### src/rtl/core/sts_pkg.sv
// Shared types and constants for the software timer scheduler.
// No dependencies; every other file of the block imports it.
`timescale 1ns / 1ps
`default_nettype none

package sts_pkg;

	localparam int NUM_TIMERS_DEF = 16;
	localparam int DELAY_BITS_DEF = 32;
	localparam int MAX_RESULTS    = 16;
	localparam int QUEUE_DEPTH    = 2;

	// input function codes
	localparam logic [1:0] FUNC_CREATE = 2'd0;
	localparam logic [1:0] FUNC_DELETE = 2'd1;
	localparam logic [1:0] FUNC_TICK   = 2'd2;

	// result status codes
	localparam logic [1:0] ST_OK        = 2'd0;
	localparam logic [1:0] ST_FULL      = 2'd1;
	localparam logic [1:0] ST_NOT_FOUND = 2'd2;

	typedef enum logic [1:0] {
		CMD_CREATE,
		CMD_DELETE,
		CMD_TICK
	} cmd_kind_t;

	typedef struct packed {
		cmd_kind_t   kind;
		logic        repeat_req;
		logic [3:0]  tid;
		logic        tid_ok;
	} cmd_ctl_t;

	typedef struct packed {
		logic [1:0] status;
		logic [3:0] result_id;
		logic       fired;
		logic [4:0] active_count;
		logic       last;
	} res_t;

	typedef enum logic [1:0] {
		BK_IDLE,
		BK_FIND,
		BK_TICK,
		BK_FLUSH
	} back_state_t;

endpackage

`default_nettype wire

### src/rtl/core/sts_fifo.sv
// Small first-in first-out queue of beats, used between the block's parts.
// Depends on sts_pkg for the default depth.
`timescale 1ns / 1ps
`default_nettype none

module sts_fifo
	import sts_pkg::*;
#(
	parameter int WIDTH = 8,
	parameter int DEPTH = QUEUE_DEPTH
) (
	input  wire logic             clk,
	input  wire logic             arst_n,
	input  wire logic             push,
	input  wire logic [WIDTH-1:0] din,
	output logic                  full,
	input  wire logic             pop,
	output logic [WIDTH-1:0]      dout,
	output logic                  empty
);

	localparam int PTR_W = (DEPTH > 1) ? $clog2(DEPTH) : 1;
	localparam int CNT_W = $clog2(DEPTH + 1);

	logic [WIDTH-1:0] store_q [DEPTH];
	logic [PTR_W-1:0] wr_ptr_q;
	logic [PTR_W-1:0] rd_ptr_q;
	logic [CNT_W-1:0] cnt_q;
	logic             do_push;
	logic             do_pop;

	assign full    = (cnt_q == CNT_W'(DEPTH));
	assign empty   = (cnt_q == '0);
	assign do_push = push && !full;
	assign do_pop  = pop && !empty;
	assign dout    = store_q[rd_ptr_q];

	function automatic logic [PTR_W-1:0] next_ptr(input logic [PTR_W-1:0] p);
		return (p == PTR_W'(DEPTH - 1)) ? '0 : p + PTR_W'(1);
	endfunction

	always_ff @(posedge clk or negedge arst_n) begin
		if (!arst_n) begin
			wr_ptr_q <= '0;
			rd_ptr_q <= '0;
			cnt_q    <= '0;
		end else begin
			if (do_push) begin
				wr_ptr_q <= next_ptr(wr_ptr_q);
			end
			if (do_pop) begin
				rd_ptr_q <= next_ptr(rd_ptr_q);
			end
			if (do_push && !do_pop) begin
				cnt_q <= cnt_q + CNT_W'(1);
			end else if (do_pop && !do_push) begin
				cnt_q <= cnt_q - CNT_W'(1);
			end
		end
	end

	always_ff @(posedge clk) begin
		if (do_push) begin
			store_q[wr_ptr_q] <= din;
		end
	end

endmodule

`default_nettype wire

### src/rtl/core/sts_front.sv
// Front end: accepts input beats, classifies them and queues commands.
// Depends on sts_pkg and sts_fifo.
`timescale 1ns / 1ps
`default_nettype none

module sts_front
	import sts_pkg::*;
#(
	parameter int NUM_TIMERS = NUM_TIMERS_DEF,
	parameter int DELAY_BITS = DELAY_BITS_DEF
) (
	input  wire logic                  clk,
	input  wire logic                  arst_n,
	input  wire logic                  push,
	output logic                       full,
	input  wire logic [1:0]            func,
	input  wire logic [31:0]           delay,
	input  wire logic                  repeat_req,
	input  wire logic [3:0]            target_slot,
	output logic                       cmd_valid,
	output cmd_ctl_t                   cmd_ctl,
	output logic [DELAY_BITS-1:0]      cmd_delay,
	input  wire logic                  cmd_pop
);

	localparam int IDX_W = (NUM_TIMERS > 1) ? $clog2(NUM_TIMERS) : 1;
	localparam int CMP_W = ((IDX_W > 4) ? IDX_W : 4) + 1;
	localparam int DW    = (DELAY_BITS > 32) ? DELAY_BITS : 32;
	localparam int CTL_W = $bits(cmd_ctl_t);
	localparam int CMD_W = CTL_W + DELAY_BITS;

	logic [DW-1:0]    delay_w;
	cmd_ctl_t         ctl;
	logic             known;
	logic             accept;
	logic             q_empty;
	logic [CMD_W-1:0] q_dout;

	assign delay_w = DW'(delay);
	assign accept  = push && !full;

	always_comb begin
		ctl.kind       = CMD_TICK;
		ctl.repeat_req = repeat_req;
		ctl.tid        = target_slot;
		ctl.tid_ok     = (CMP_W'(target_slot) < CMP_W'(NUM_TIMERS));
		known          = 1'b1;
		unique case (func)
			FUNC_CREATE: ctl.kind = CMD_CREATE;
			FUNC_DELETE: ctl.kind = CMD_DELETE;
			FUNC_TICK:   ctl.kind = CMD_TICK;
			default:     known = 1'b0;  // drop unused code, no result
		endcase
	end

	sts_fifo #(
		.WIDTH (CMD_W),
		.DEPTH (QUEUE_DEPTH)
	) u_cmd_q (
		.clk    (clk),
		.arst_n (arst_n),
		.push   (accept && known),
		.din    ({ctl, delay_w[DELAY_BITS-1:0]}),
		.full   (full),
		.pop    (cmd_pop),
		.dout   (q_dout),
		.empty  (q_empty)
	);

	assign cmd_valid = !q_empty;
	assign cmd_ctl   = cmd_ctl_t'(q_dout[CMD_W-1 -: CTL_W]);
	assign cmd_delay = q_dout[DELAY_BITS-1:0];

endmodule

`default_nettype wire

### src/rtl/core/sts_back.sv
// Back end: executes create, delete and tick commands against the slot table.
// Depends on sts_pkg; holds the slot memory and the active bits.
`timescale 1ns / 1ps
`default_nettype none

module sts_back
	import sts_pkg::*;
#(
	parameter int NUM_TIMERS = NUM_TIMERS_DEF,
	parameter int DELAY_BITS = DELAY_BITS_DEF
) (
	input  wire logic                  clk,
	input  wire logic                  arst_n,
	input  wire logic                  cmd_valid,
	input  wire cmd_ctl_t              cmd_ctl,
	input  wire logic [DELAY_BITS-1:0] cmd_delay,
	output logic                       cmd_pop,
	output logic                       res_push,
	output res_t                       res_data,
	input  wire logic                  res_full
);

	localparam int IDX_W = (NUM_TIMERS > 1) ? $clog2(NUM_TIMERS) : 1;
	localparam int IDW   = (IDX_W > 4) ? IDX_W : 4;
	localparam int CNT_W = $clog2(NUM_TIMERS + 1);
	localparam int CW    = (CNT_W > 5) ? CNT_W : 5;
	localparam int K_W   = $clog2(MAX_RESULTS + 1);
	localparam int DB    = DELAY_BITS;
	localparam int EW    = 2 * DB + 1;
	localparam logic [IDX_W-1:0] LAST_IDX = IDX_W'(NUM_TIMERS - 1);

	// slot entry: {periodic, period, remaining}
	logic [EW-1:0]         mem_q [NUM_TIMERS];
	logic [EW-1:0]         rd_s1;
	logic                  rd_en;
	logic [IDX_W-1:0]      rd_addr;
	logic                  wr_en;
	logic [IDX_W-1:0]      wr_addr;
	logic [EW-1:0]         wr_data;

	back_state_t           state_q, state_d;
	logic [IDX_W-1:0]      idx_q, idx_d;
	logic [IDX_W-1:0]      idx_s1, idx_s1_d;
	logic [NUM_TIMERS-1:0] active_q, active_d;
	logic [CNT_W-1:0]      count_q, count_d;
	logic [K_W-1:0]        k_q, k_d;
	logic                  hold_valid_q, hold_valid_d;
	res_t                  hold_q, hold_d;

	logic [IDW-1:0]        tid_w;
	logic [IDX_W-1:0]      tid_idx;
	logic                  s1_periodic;
	logic [DB-1:0]         s1_period;
	logic [DB-1:0]         s1_rem;
	logic                  s1_act;
	logic                  s1_due;
	logic                  advance;

	function automatic logic [3:0] to_id(input logic [IDX_W-1:0] i);
		logic [IDW-1:0] w;
		w = IDW'(i);
		return w[3:0];
	endfunction

	function automatic logic [4:0] to_cnt(input logic [CNT_W-1:0] c);
		logic [CW-1:0] w;
		w = CW'(c);
		return w[4:0];
	endfunction

	assign tid_w       = IDW'(cmd_ctl.tid);
	assign tid_idx     = tid_w[IDX_W-1:0];
	assign s1_periodic = rd_s1[EW-1];
	assign s1_period   = rd_s1[2*DB-1 -: DB];
	assign s1_rem      = rd_s1[DB-1:0];
	assign s1_act      = active_q[idx_s1];
	assign s1_due      = s1_act && (s1_rem <= DB'(1));

	always_ff @(posedge clk) begin
		if (wr_en) begin
			mem_q[wr_addr] <= wr_data;
		end
		if (rd_en) begin
			rd_s1 <= mem_q[rd_addr];
		end
	end

	always_ff @(posedge clk or negedge arst_n) begin
		if (!arst_n) begin
			state_q      <= BK_IDLE;
			idx_q        <= '0;
			idx_s1       <= '0;
			active_q     <= '0;
			count_q      <= '0;
			k_q          <= '0;
			hold_valid_q <= 1'b0;
		end else begin
			state_q      <= state_d;
			idx_q        <= idx_d;
			idx_s1       <= idx_s1_d;
			active_q     <= active_d;
			count_q      <= count_d;
			k_q          <= k_d;
			hold_valid_q <= hold_valid_d;
		end
	end

	always_ff @(posedge clk) begin
		hold_q <= hold_d;
	end

	always_comb begin
		state_d      = state_q;
		idx_d        = idx_q;
		idx_s1_d     = idx_s1;
		active_d     = active_q;
		count_d      = count_q;
		k_d          = k_q;
		hold_valid_d = hold_valid_q;
		hold_d       = hold_q;
		cmd_pop      = 1'b0;
		res_push     = 1'b0;
		res_data     = '0;
		wr_en        = 1'b0;
		wr_addr      = idx_q;
		wr_data      = '0;
		rd_en        = 1'b0;
		rd_addr      = '0;
		advance      = 1'b1;

		unique case (state_q)
			BK_IDLE: begin
				if (cmd_valid) begin
					unique case (cmd_ctl.kind)
						CMD_CREATE: begin
							idx_d   = '0;
							state_d = BK_FIND;
						end
						CMD_DELETE: begin
							if (!res_full) begin
								res_push           = 1'b1;
								cmd_pop            = 1'b1;
								res_data.result_id = cmd_ctl.tid;
								res_data.last      = 1'b1;
								if (cmd_ctl.tid_ok && active_q[tid_idx]) begin
									active_d[tid_idx]     = 1'b0;
									count_d               = count_q - CNT_W'(1);
									res_data.status       = ST_OK;
									res_data.active_count = to_cnt(count_q - CNT_W'(1));
								end else begin
									res_data.status       = ST_NOT_FOUND;
									res_data.active_count = to_cnt(count_q);
								end
							end
						end
						CMD_TICK: begin
							// prime the slot read for the scan
							rd_en        = 1'b1;
							rd_addr      = '0;
							idx_s1_d     = '0;
							k_d          = '0;
							hold_valid_d = 1'b0;
							state_d      = BK_TICK;
						end
						default: cmd_pop = 1'b1;
					endcase
				end
			end

			BK_FIND: begin
				if (!active_q[idx_q]) begin
					if (!res_full) begin
						wr_en                 = 1'b1;
						wr_addr               = idx_q;
						wr_data               = {cmd_ctl.repeat_req, cmd_delay, cmd_delay};
						active_d[idx_q]       = 1'b1;
						count_d               = count_q + CNT_W'(1);
						res_push              = 1'b1;
						res_data.status       = ST_OK;
						res_data.result_id    = to_id(idx_q);
						res_data.active_count = to_cnt(count_q + CNT_W'(1));
						res_data.last         = 1'b1;
						cmd_pop               = 1'b1;
						state_d               = BK_IDLE;
					end
				end else if (idx_q == LAST_IDX) begin
					if (!res_full) begin
						res_push              = 1'b1;
						res_data.status       = ST_FULL;
						res_data.active_count = to_cnt(count_q);
						res_data.last         = 1'b1;
						cmd_pop               = 1'b1;
						state_d               = BK_IDLE;
					end
				end else begin
					idx_d = idx_q + IDX_W'(1);
				end
			end

			BK_TICK: begin
				wr_addr = idx_s1;
				if (s1_act && !s1_due) begin
					wr_en   = 1'b1;
					wr_data = {s1_periodic, s1_period, s1_rem - DB'(1)};
				end else if (s1_due && (k_q >= K_W'(MAX_RESULTS))) begin
					// over the result limit: park at zero, fire on a later tick
					wr_en   = 1'b1;
					wr_data = {s1_periodic, s1_period, {DB{1'b0}}};
				end else if (s1_due) begin
					if (hold_valid_q && res_full) begin
						advance = 1'b0;
					end else begin
						if (hold_valid_q) begin
							res_push = 1'b1;
							res_data = hold_q;
						end
						hold_d.status    = ST_OK;
						hold_d.result_id = to_id(idx_s1);
						hold_d.fired     = 1'b1;
						hold_d.last      = 1'b0;
						if (s1_periodic) begin
							wr_en   = 1'b1;
							wr_data = {s1_periodic, s1_period,
								(s1_period == '0) ? DB'(1) : s1_period};
							hold_d.active_count = to_cnt(count_q);
						end else begin
							active_d[idx_s1]    = 1'b0;
							count_d             = count_q - CNT_W'(1);
							hold_d.active_count = to_cnt(count_q - CNT_W'(1));
						end
						hold_valid_d = 1'b1;
						k_d          = k_q + K_W'(1);
					end
				end
				if (advance) begin
					if (idx_s1 == LAST_IDX) begin
						state_d = BK_FLUSH;
					end else begin
						rd_en    = 1'b1;
						rd_addr  = idx_s1 + IDX_W'(1);
						idx_s1_d = idx_s1 + IDX_W'(1);
					end
				end
			end

			BK_FLUSH: begin
				if (!hold_valid_q) begin
					cmd_pop = 1'b1;
					state_d = BK_IDLE;
				end else if (!res_full) begin
					res_push      = 1'b1;
					res_data      = hold_q;
					res_data.last = 1'b1;
					hold_valid_d  = 1'b0;
					cmd_pop       = 1'b1;
					state_d       = BK_IDLE;
				end
			end

			default: state_d = BK_IDLE;
		endcase
	end

`ifndef SYNTHESIS
	a_count_matches: assert property (@(posedge clk) disable iff (!arst_n)
		count_q == CNT_W'($countones(active_q)))
		else $error("active count out of step with active bits");

	a_no_push_full: assert property (@(posedge clk) disable iff (!arst_n)
		res_push |-> !res_full)
		else $error("result pushed into a full queue");

	a_pop_valid: assert property (@(posedge clk) disable iff (!arst_n)
		cmd_pop |-> cmd_valid)
		else $error("command popped from an empty queue");

	a_k_bound: assert property (@(posedge clk) disable iff (!arst_n)
		k_q <= K_W'(MAX_RESULTS))
		else $error("fired count beyond result limit");

	a_hold_in_tick: assert property (@(posedge clk) disable iff (!arst_n)
		hold_valid_q |-> (state_q == BK_TICK || state_q == BK_FLUSH))
		else $error("held result outside a tick");
`endif

endmodule

`default_nettype wire

### src/rtl/core/software_timer_scheduler.sv
// Top level of the software timer scheduler: front end, back end, result queue.
// Depends on sts_pkg, sts_fifo, sts_front and sts_back.
`timescale 1ns / 1ps
`default_nettype none

// A table of NUM_TIMERS one-shot or periodic timers driven by tick beats.
// Input beats are queued (two deep) and result beats leave through a
// two-deep queue, so both sides may stall independently. Commands run one
// at a time in the back end: a delete is answered from the idle state, a
// create is dispatched from idle and then searches for the lowest free slot
// at one slot per cycle, and a tick scans every slot through the slot memory
// at one read per cycle while the result side does not stall.
// A tick emits one fired beat per due slot, up to MAX_RESULTS, in ascending
// order, the final one flagged last; due slots beyond it fire on a later tick.
// A tick with nothing due emits nothing.
module software_timer_scheduler
	import sts_pkg::*;
#(
	parameter int NUM_TIMERS = NUM_TIMERS_DEF,
	parameter int DELAY_BITS = DELAY_BITS_DEF
) (
	input  wire logic        clk,
	input  wire logic        arst_n,
	input  wire logic        push,
	output logic             full,
	input  wire logic [1:0]  func,
	input  wire logic [31:0] delay,
	input  wire logic        repeat_req,
	input  wire logic [3:0]  target_slot,
	output logic             empty,
	input  wire logic        pop,
	output logic [1:0]       status,
	output logic [3:0]       result_id,
	output logic             fired,
	output logic [4:0]       active_count,
	output logic             last
);

	localparam int RES_W = $bits(res_t);

	logic                  cmd_valid;
	cmd_ctl_t              cmd_ctl;
	logic [DELAY_BITS-1:0] cmd_delay;
	logic                  cmd_pop;
	logic                  res_push;
	res_t                  res_data;
	logic                  res_full;
	logic [RES_W-1:0]      res_dout;
	res_t                  res_head;

	sts_front #(
		.NUM_TIMERS (NUM_TIMERS),
		.DELAY_BITS (DELAY_BITS)
	) u_front (
		.clk         (clk),
		.arst_n      (arst_n),
		.push        (push),
		.full        (full),
		.func        (func),
		.delay       (delay),
		.repeat_req  (repeat_req),
		.target_slot (target_slot),
		.cmd_valid   (cmd_valid),
		.cmd_ctl     (cmd_ctl),
		.cmd_delay   (cmd_delay),
		.cmd_pop     (cmd_pop)
	);

	sts_back #(
		.NUM_TIMERS (NUM_TIMERS),
		.DELAY_BITS (DELAY_BITS)
	) u_back (
		.clk       (clk),
		.arst_n    (arst_n),
		.cmd_valid (cmd_valid),
		.cmd_ctl   (cmd_ctl),
		.cmd_delay (cmd_delay),
		.cmd_pop   (cmd_pop),
		.res_push  (res_push),
		.res_data  (res_data),
		.res_full  (res_full)
	);

	sts_fifo #(
		.WIDTH (RES_W),
		.DEPTH (QUEUE_DEPTH)
	) u_res_q (
		.clk    (clk),
		.arst_n (arst_n),
		.push   (res_push),
		.din    (res_data),
		.full   (res_full),
		.pop    (pop),
		.dout   (res_dout),
		.empty  (empty)
	);

	assign res_head     = res_t'(res_dout);
	assign status       = res_head.status;
	assign result_id    = res_head.result_id;
	assign fired        = res_head.fired;
	assign active_count = res_head.active_count;
	assign last         = res_head.last;

endmodule

`default_nettype wire

### config.mk
export PLATFORM = sky130hd
export DESIGN_NAME = software_timer_scheduler
export DESIGN_NICKNAME = d
export VERILOG_FILES = /design/src/rtl/core/sts_pkg.sv /design/src/rtl/core/sts_fifo.sv /design/src/rtl/core/sts_front.sv /design/src/rtl/core/sts_back.sv /design/src/rtl/core/software_timer_scheduler.sv
export SDC_FILE = /design/constraint.sdc
export NUM_CORES = 2
export LEC_CHECK = 0
export BUFFER_PORTS_ARGS = -buffer_cell sky130_fd_sc_hd__clkbuf_2
export CAP_MARGIN = 20
export CORE_MARGIN = 3
export CORE_UTILIZATION = 40
export CTS_BUF_LIST = sky130_fd_sc_hd__clkbuf_4
export CTS_CLUSTER_SIZE = 16
export DETAILED_ROUTE_END_ITERATION = 7
export SYNTH_ARGS = -nofsm -noshare
export SYNTH_HDL_FRONTEND = slang
export SYNTH_SLANG_ARGS = --single-unit
### constraint.sdc
create_clock -name clk -period 13.95 [get_ports clk]
set_input_delay 0.6975 -clock clk [delete_from_list [all_inputs] [get_ports clk]]
set_output_delay 0.6975 -clock clk [all_outputs]
set_load 0.02 [all_outputs]
==> results.tsv <==
metric	value	unit
antenna_found_initial	3	
period_share	0.3803	
clockBufferDepth	4	
num_rows	131	
area_delta_synth_final	13.79	%
drt_pass1_iterations	6	
criticalPathCategory	register to register	
min_period	5.305	ns
synth_top_area_share	0.7086	
port_buffers	57	
cts-root-buf	clkbuf_4	
synth-seq-area-share	0.7304	
power.leakage	19.47	nW
ir_worst_vdd	89.33	uV
slowest_stage	o211ai_1	
grt-ovfl-total	0	
netlist_area	0.05162	mm^2
worstSetupStartpoint	u_back.rd_s1[10]	
async_flop_share	0.03563	
viasPerCell	5.992	
finalSetupTns	0	ns
endpoint_kind	register	
hp-class	input port to asynchronous set/reset pin	
final_util	0.4594	
synthCells	3323	
drcViolationCount	0	
reg2reg_to	u_back.rd_s1[11]	
synth_area_leaders	edfxtp_1 71%, mux4_2 4.8%, nor2_1 2.8%	
worst_slew_pin_slew	1.201	ns
grt_max_degree	89	
outcome	finished, final reports clean	
r2r_start	u_back.rd_s1[10]	
rsz0062_at_grt	no	
timing.fmax	0.1885	GHz
die_w	365.2	um
fill_cells	11106	
gp_routability_congestion	0.8647	
wl	148.6	mm
track_usage	0.2214	
cts_made_buffers	338	
synth_edf_count	1218	
grt_first_pass_wirelength	217.5	mm
num_vias	33066	
critical_path.top_delay_family	simple AND/OR/NAND/NOR gates	
syn_area_per_cell	15.53	um^2
path_cells	or4_1 -> or4_4 -> or3_4 -> a21o_4 -> nand2_4 -> buf_4 -> o22ai_1 -> o211ai_1	
slew_headroom	0.1933	
clock_latency	1.23	ns
nNetsFinal	3713	
first_iter_violations	4096	
final_cell_mix	1218 x edfxtp_1, 492 x clkbuf_4, 366 x nor2_1, 183 x nand2_1, 110 x mux4_2	
dp_hpwl	85.05	mm
yosys_warnings	0	
synth.largest_area_cell	edfxtp_1	
path_clk_slew	0.07	ns
cts_tree	done	
dp.cells	4919	
post_cts_buffers	0	
worst-path-buf-inv	1	
yosys_most_used_dff	edfxtp_1	
start_util	0.4037	
routedWlPerCell	26.93	um
synth_seq_cells	1263	
final_cells	5518	
switchingPower	0.002885	W
worstSetupStartpointType	register	
swShare	0.3018	
setup_viol	0	
syn-num-nets	3386	
path_depth	8	
reg2reg_slack	8.65	ns
clock-sinks	1263	
power.internal	0.006676	W
grt_pass1_vias	32483	
combPwrFrac	0.184	
critPathRequiredTime	14.81	ns
pwr-share-seq	0.494	
htreeDepth	5	
final_hold_viol_count	0	
total_power	0.009561	W
power_density	162.8	mW/mm^2
clkPwrFrac	0.322	
crit_fanout	39	
critPathMaxStageDelay	0.67	ns
fp.dieH	365.2	um
maxCapViolations	0	
die_area	0.1334	mm^2
maxSlewViolCount	0	
final.setup_skew	0.08320	ns
cp.arrival	6.17	ns
final_common_cell	edfxtp_1	
ant_nets	0	
final_layout_size_suffix_gt1_frac	0.2310	
crit_end	u_back.rd_s1[11]	
r2r_cells	8	
synth.distinct_cells	71	
core_area	0.1278	mm^2
ios	58	
-- cell families (layout without fill, tap and decap cells) --
logic type      count (synthesis)  in the layout  share of synthesized area
xor+xnor                       46             46                   0.007805
mux                           218            218                    0.06969
buf+inv                       245            771                    0.01842
other cells                     0              7                          0
flops                        1263           1263                     0.7304
simple gates                  884            884                    0.07769
compound gates                647            647                    0.09116
fa+ha+maj                      20             20                   0.004848
-- cells in the mapped netlist (all sizes together), types with 45 or more instances --
| cell | number |
|---|---|
| o21ai | 64 |
| dfrtp | 45 |
| o22ai | 87 |
| clkbuf | 186 |
| nand2 | 188 |
| mux4 | 110 |
| a21oi | 80 |
| nor2 | 381 |
| o32ai | 53 |
| o221ai | 67 |
| a31oi | 67 |
| and3 | 54 |
| nand3 | 63 |
| nor3 | 54 |
| edfxtp | 1218 |
| a211oi | 55 |
| mux2i | 77 |
-- power by group through the flow --
| stage | logic, W | registers [W] | clock network (W) |
|---|---|---|---|
| 6_report | 0.00176 | 0.00473 | 0.00308 |
| 5_1_grt | 0.00187 | 0.00474 | 0.00336 |
| 4_1_cts | 0.00173 | 0.00472 | 0.00316 |
| 3_5_place_dp | 0.00171 | 0.00480 | 0 |
| 3_3_place_gp | 0.00169 | 0.00480 | 0 |
| 2_1_floorplan | 0.00114 | 0.00467 | 0 |
-- layer usage --
metal  vias up  track usage  wire (um)
li1      14083            -          -
met1     16801       0.3060      60760
met2      1892       0.3426      68950
met3       286      0.04861      14330
met4         4      0.08709       4548
met5         -            0         26
-- stage by stage --
stage	setup WS, ns	area, um^2	hold slack [ns]
global route	8.394	58730	0.1311
finish	8.645	58740	0.1769
floorplan	6.300	51620	0.4019
global placement	8.738	54090	0.4711
detailed placement	8.720	54270	0.4811
CTS	8.697	58620	0.04175
-- registers in the layout, indices dropped and copies added, names as in the netlist, 5 cells and up --
signal,count
u_back.count_q,5
u_res_q.store_q,26
u_back.active_q,16
u_back.hold_q,9
u_back.rd_s1,65
u_back.k_q,5
u_front.u_cmd_q.store_q,78
u_back.mem_q,1040
-- timing repair --
item | in CTS | in global routing
gates resized for setup | 0 | 0
hold buffers | 42 | 0
hold endpoints to repair | 140 | 0
-- worst register-to-register path, cell delays in order, from the launching register on --
cell and delay [ns]:
edfxtp_1 0.48, or4_1 0.65, or4_4 0.58, or3_4 0.55, a21o_4 0.43, nand2_4 0.53, buf_4 0.71, o22ai_1 0.36
o211ai_1 0.67
-- worst min path at each step --
stage	startpoint	end	slack, ns
after floorplan	arst_n	u_back.active_q[0]	0.40
after global placement	u_res_q.wr_ptr_q	u_res_q.wr_ptr_q	0.47
after detailed placement	u_res_q.wr_ptr_q	u_res_q.wr_ptr_q	0.48
after CTS	arst_n	u_back.active_q[11]	0.04
after global routing	delay[1]	u_front.u_cmd_q.store_q[1][1]	0.13
final	arst_n	u_back.idx_q[0]	0.18
-- cell type report --
cell class | instances | area, um^2 | area share
antenna | 7 | 17.52 | 0.0002982
clock buffer | 492 | 3694 | 0.06288
clock inverter | 47 | 234.0 | 0.003983
inverter | 25 | 93.84 | 0.001598
multi-input combinational | 1815 | 13280 | 0.2261
sequential | 1263 | 37710 | 0.6420
tap | 1662 | 2079 | 0.03540
timing repair buffer | 207 | 1632 | 0.02778
Power figures use the tool's default switching activity.
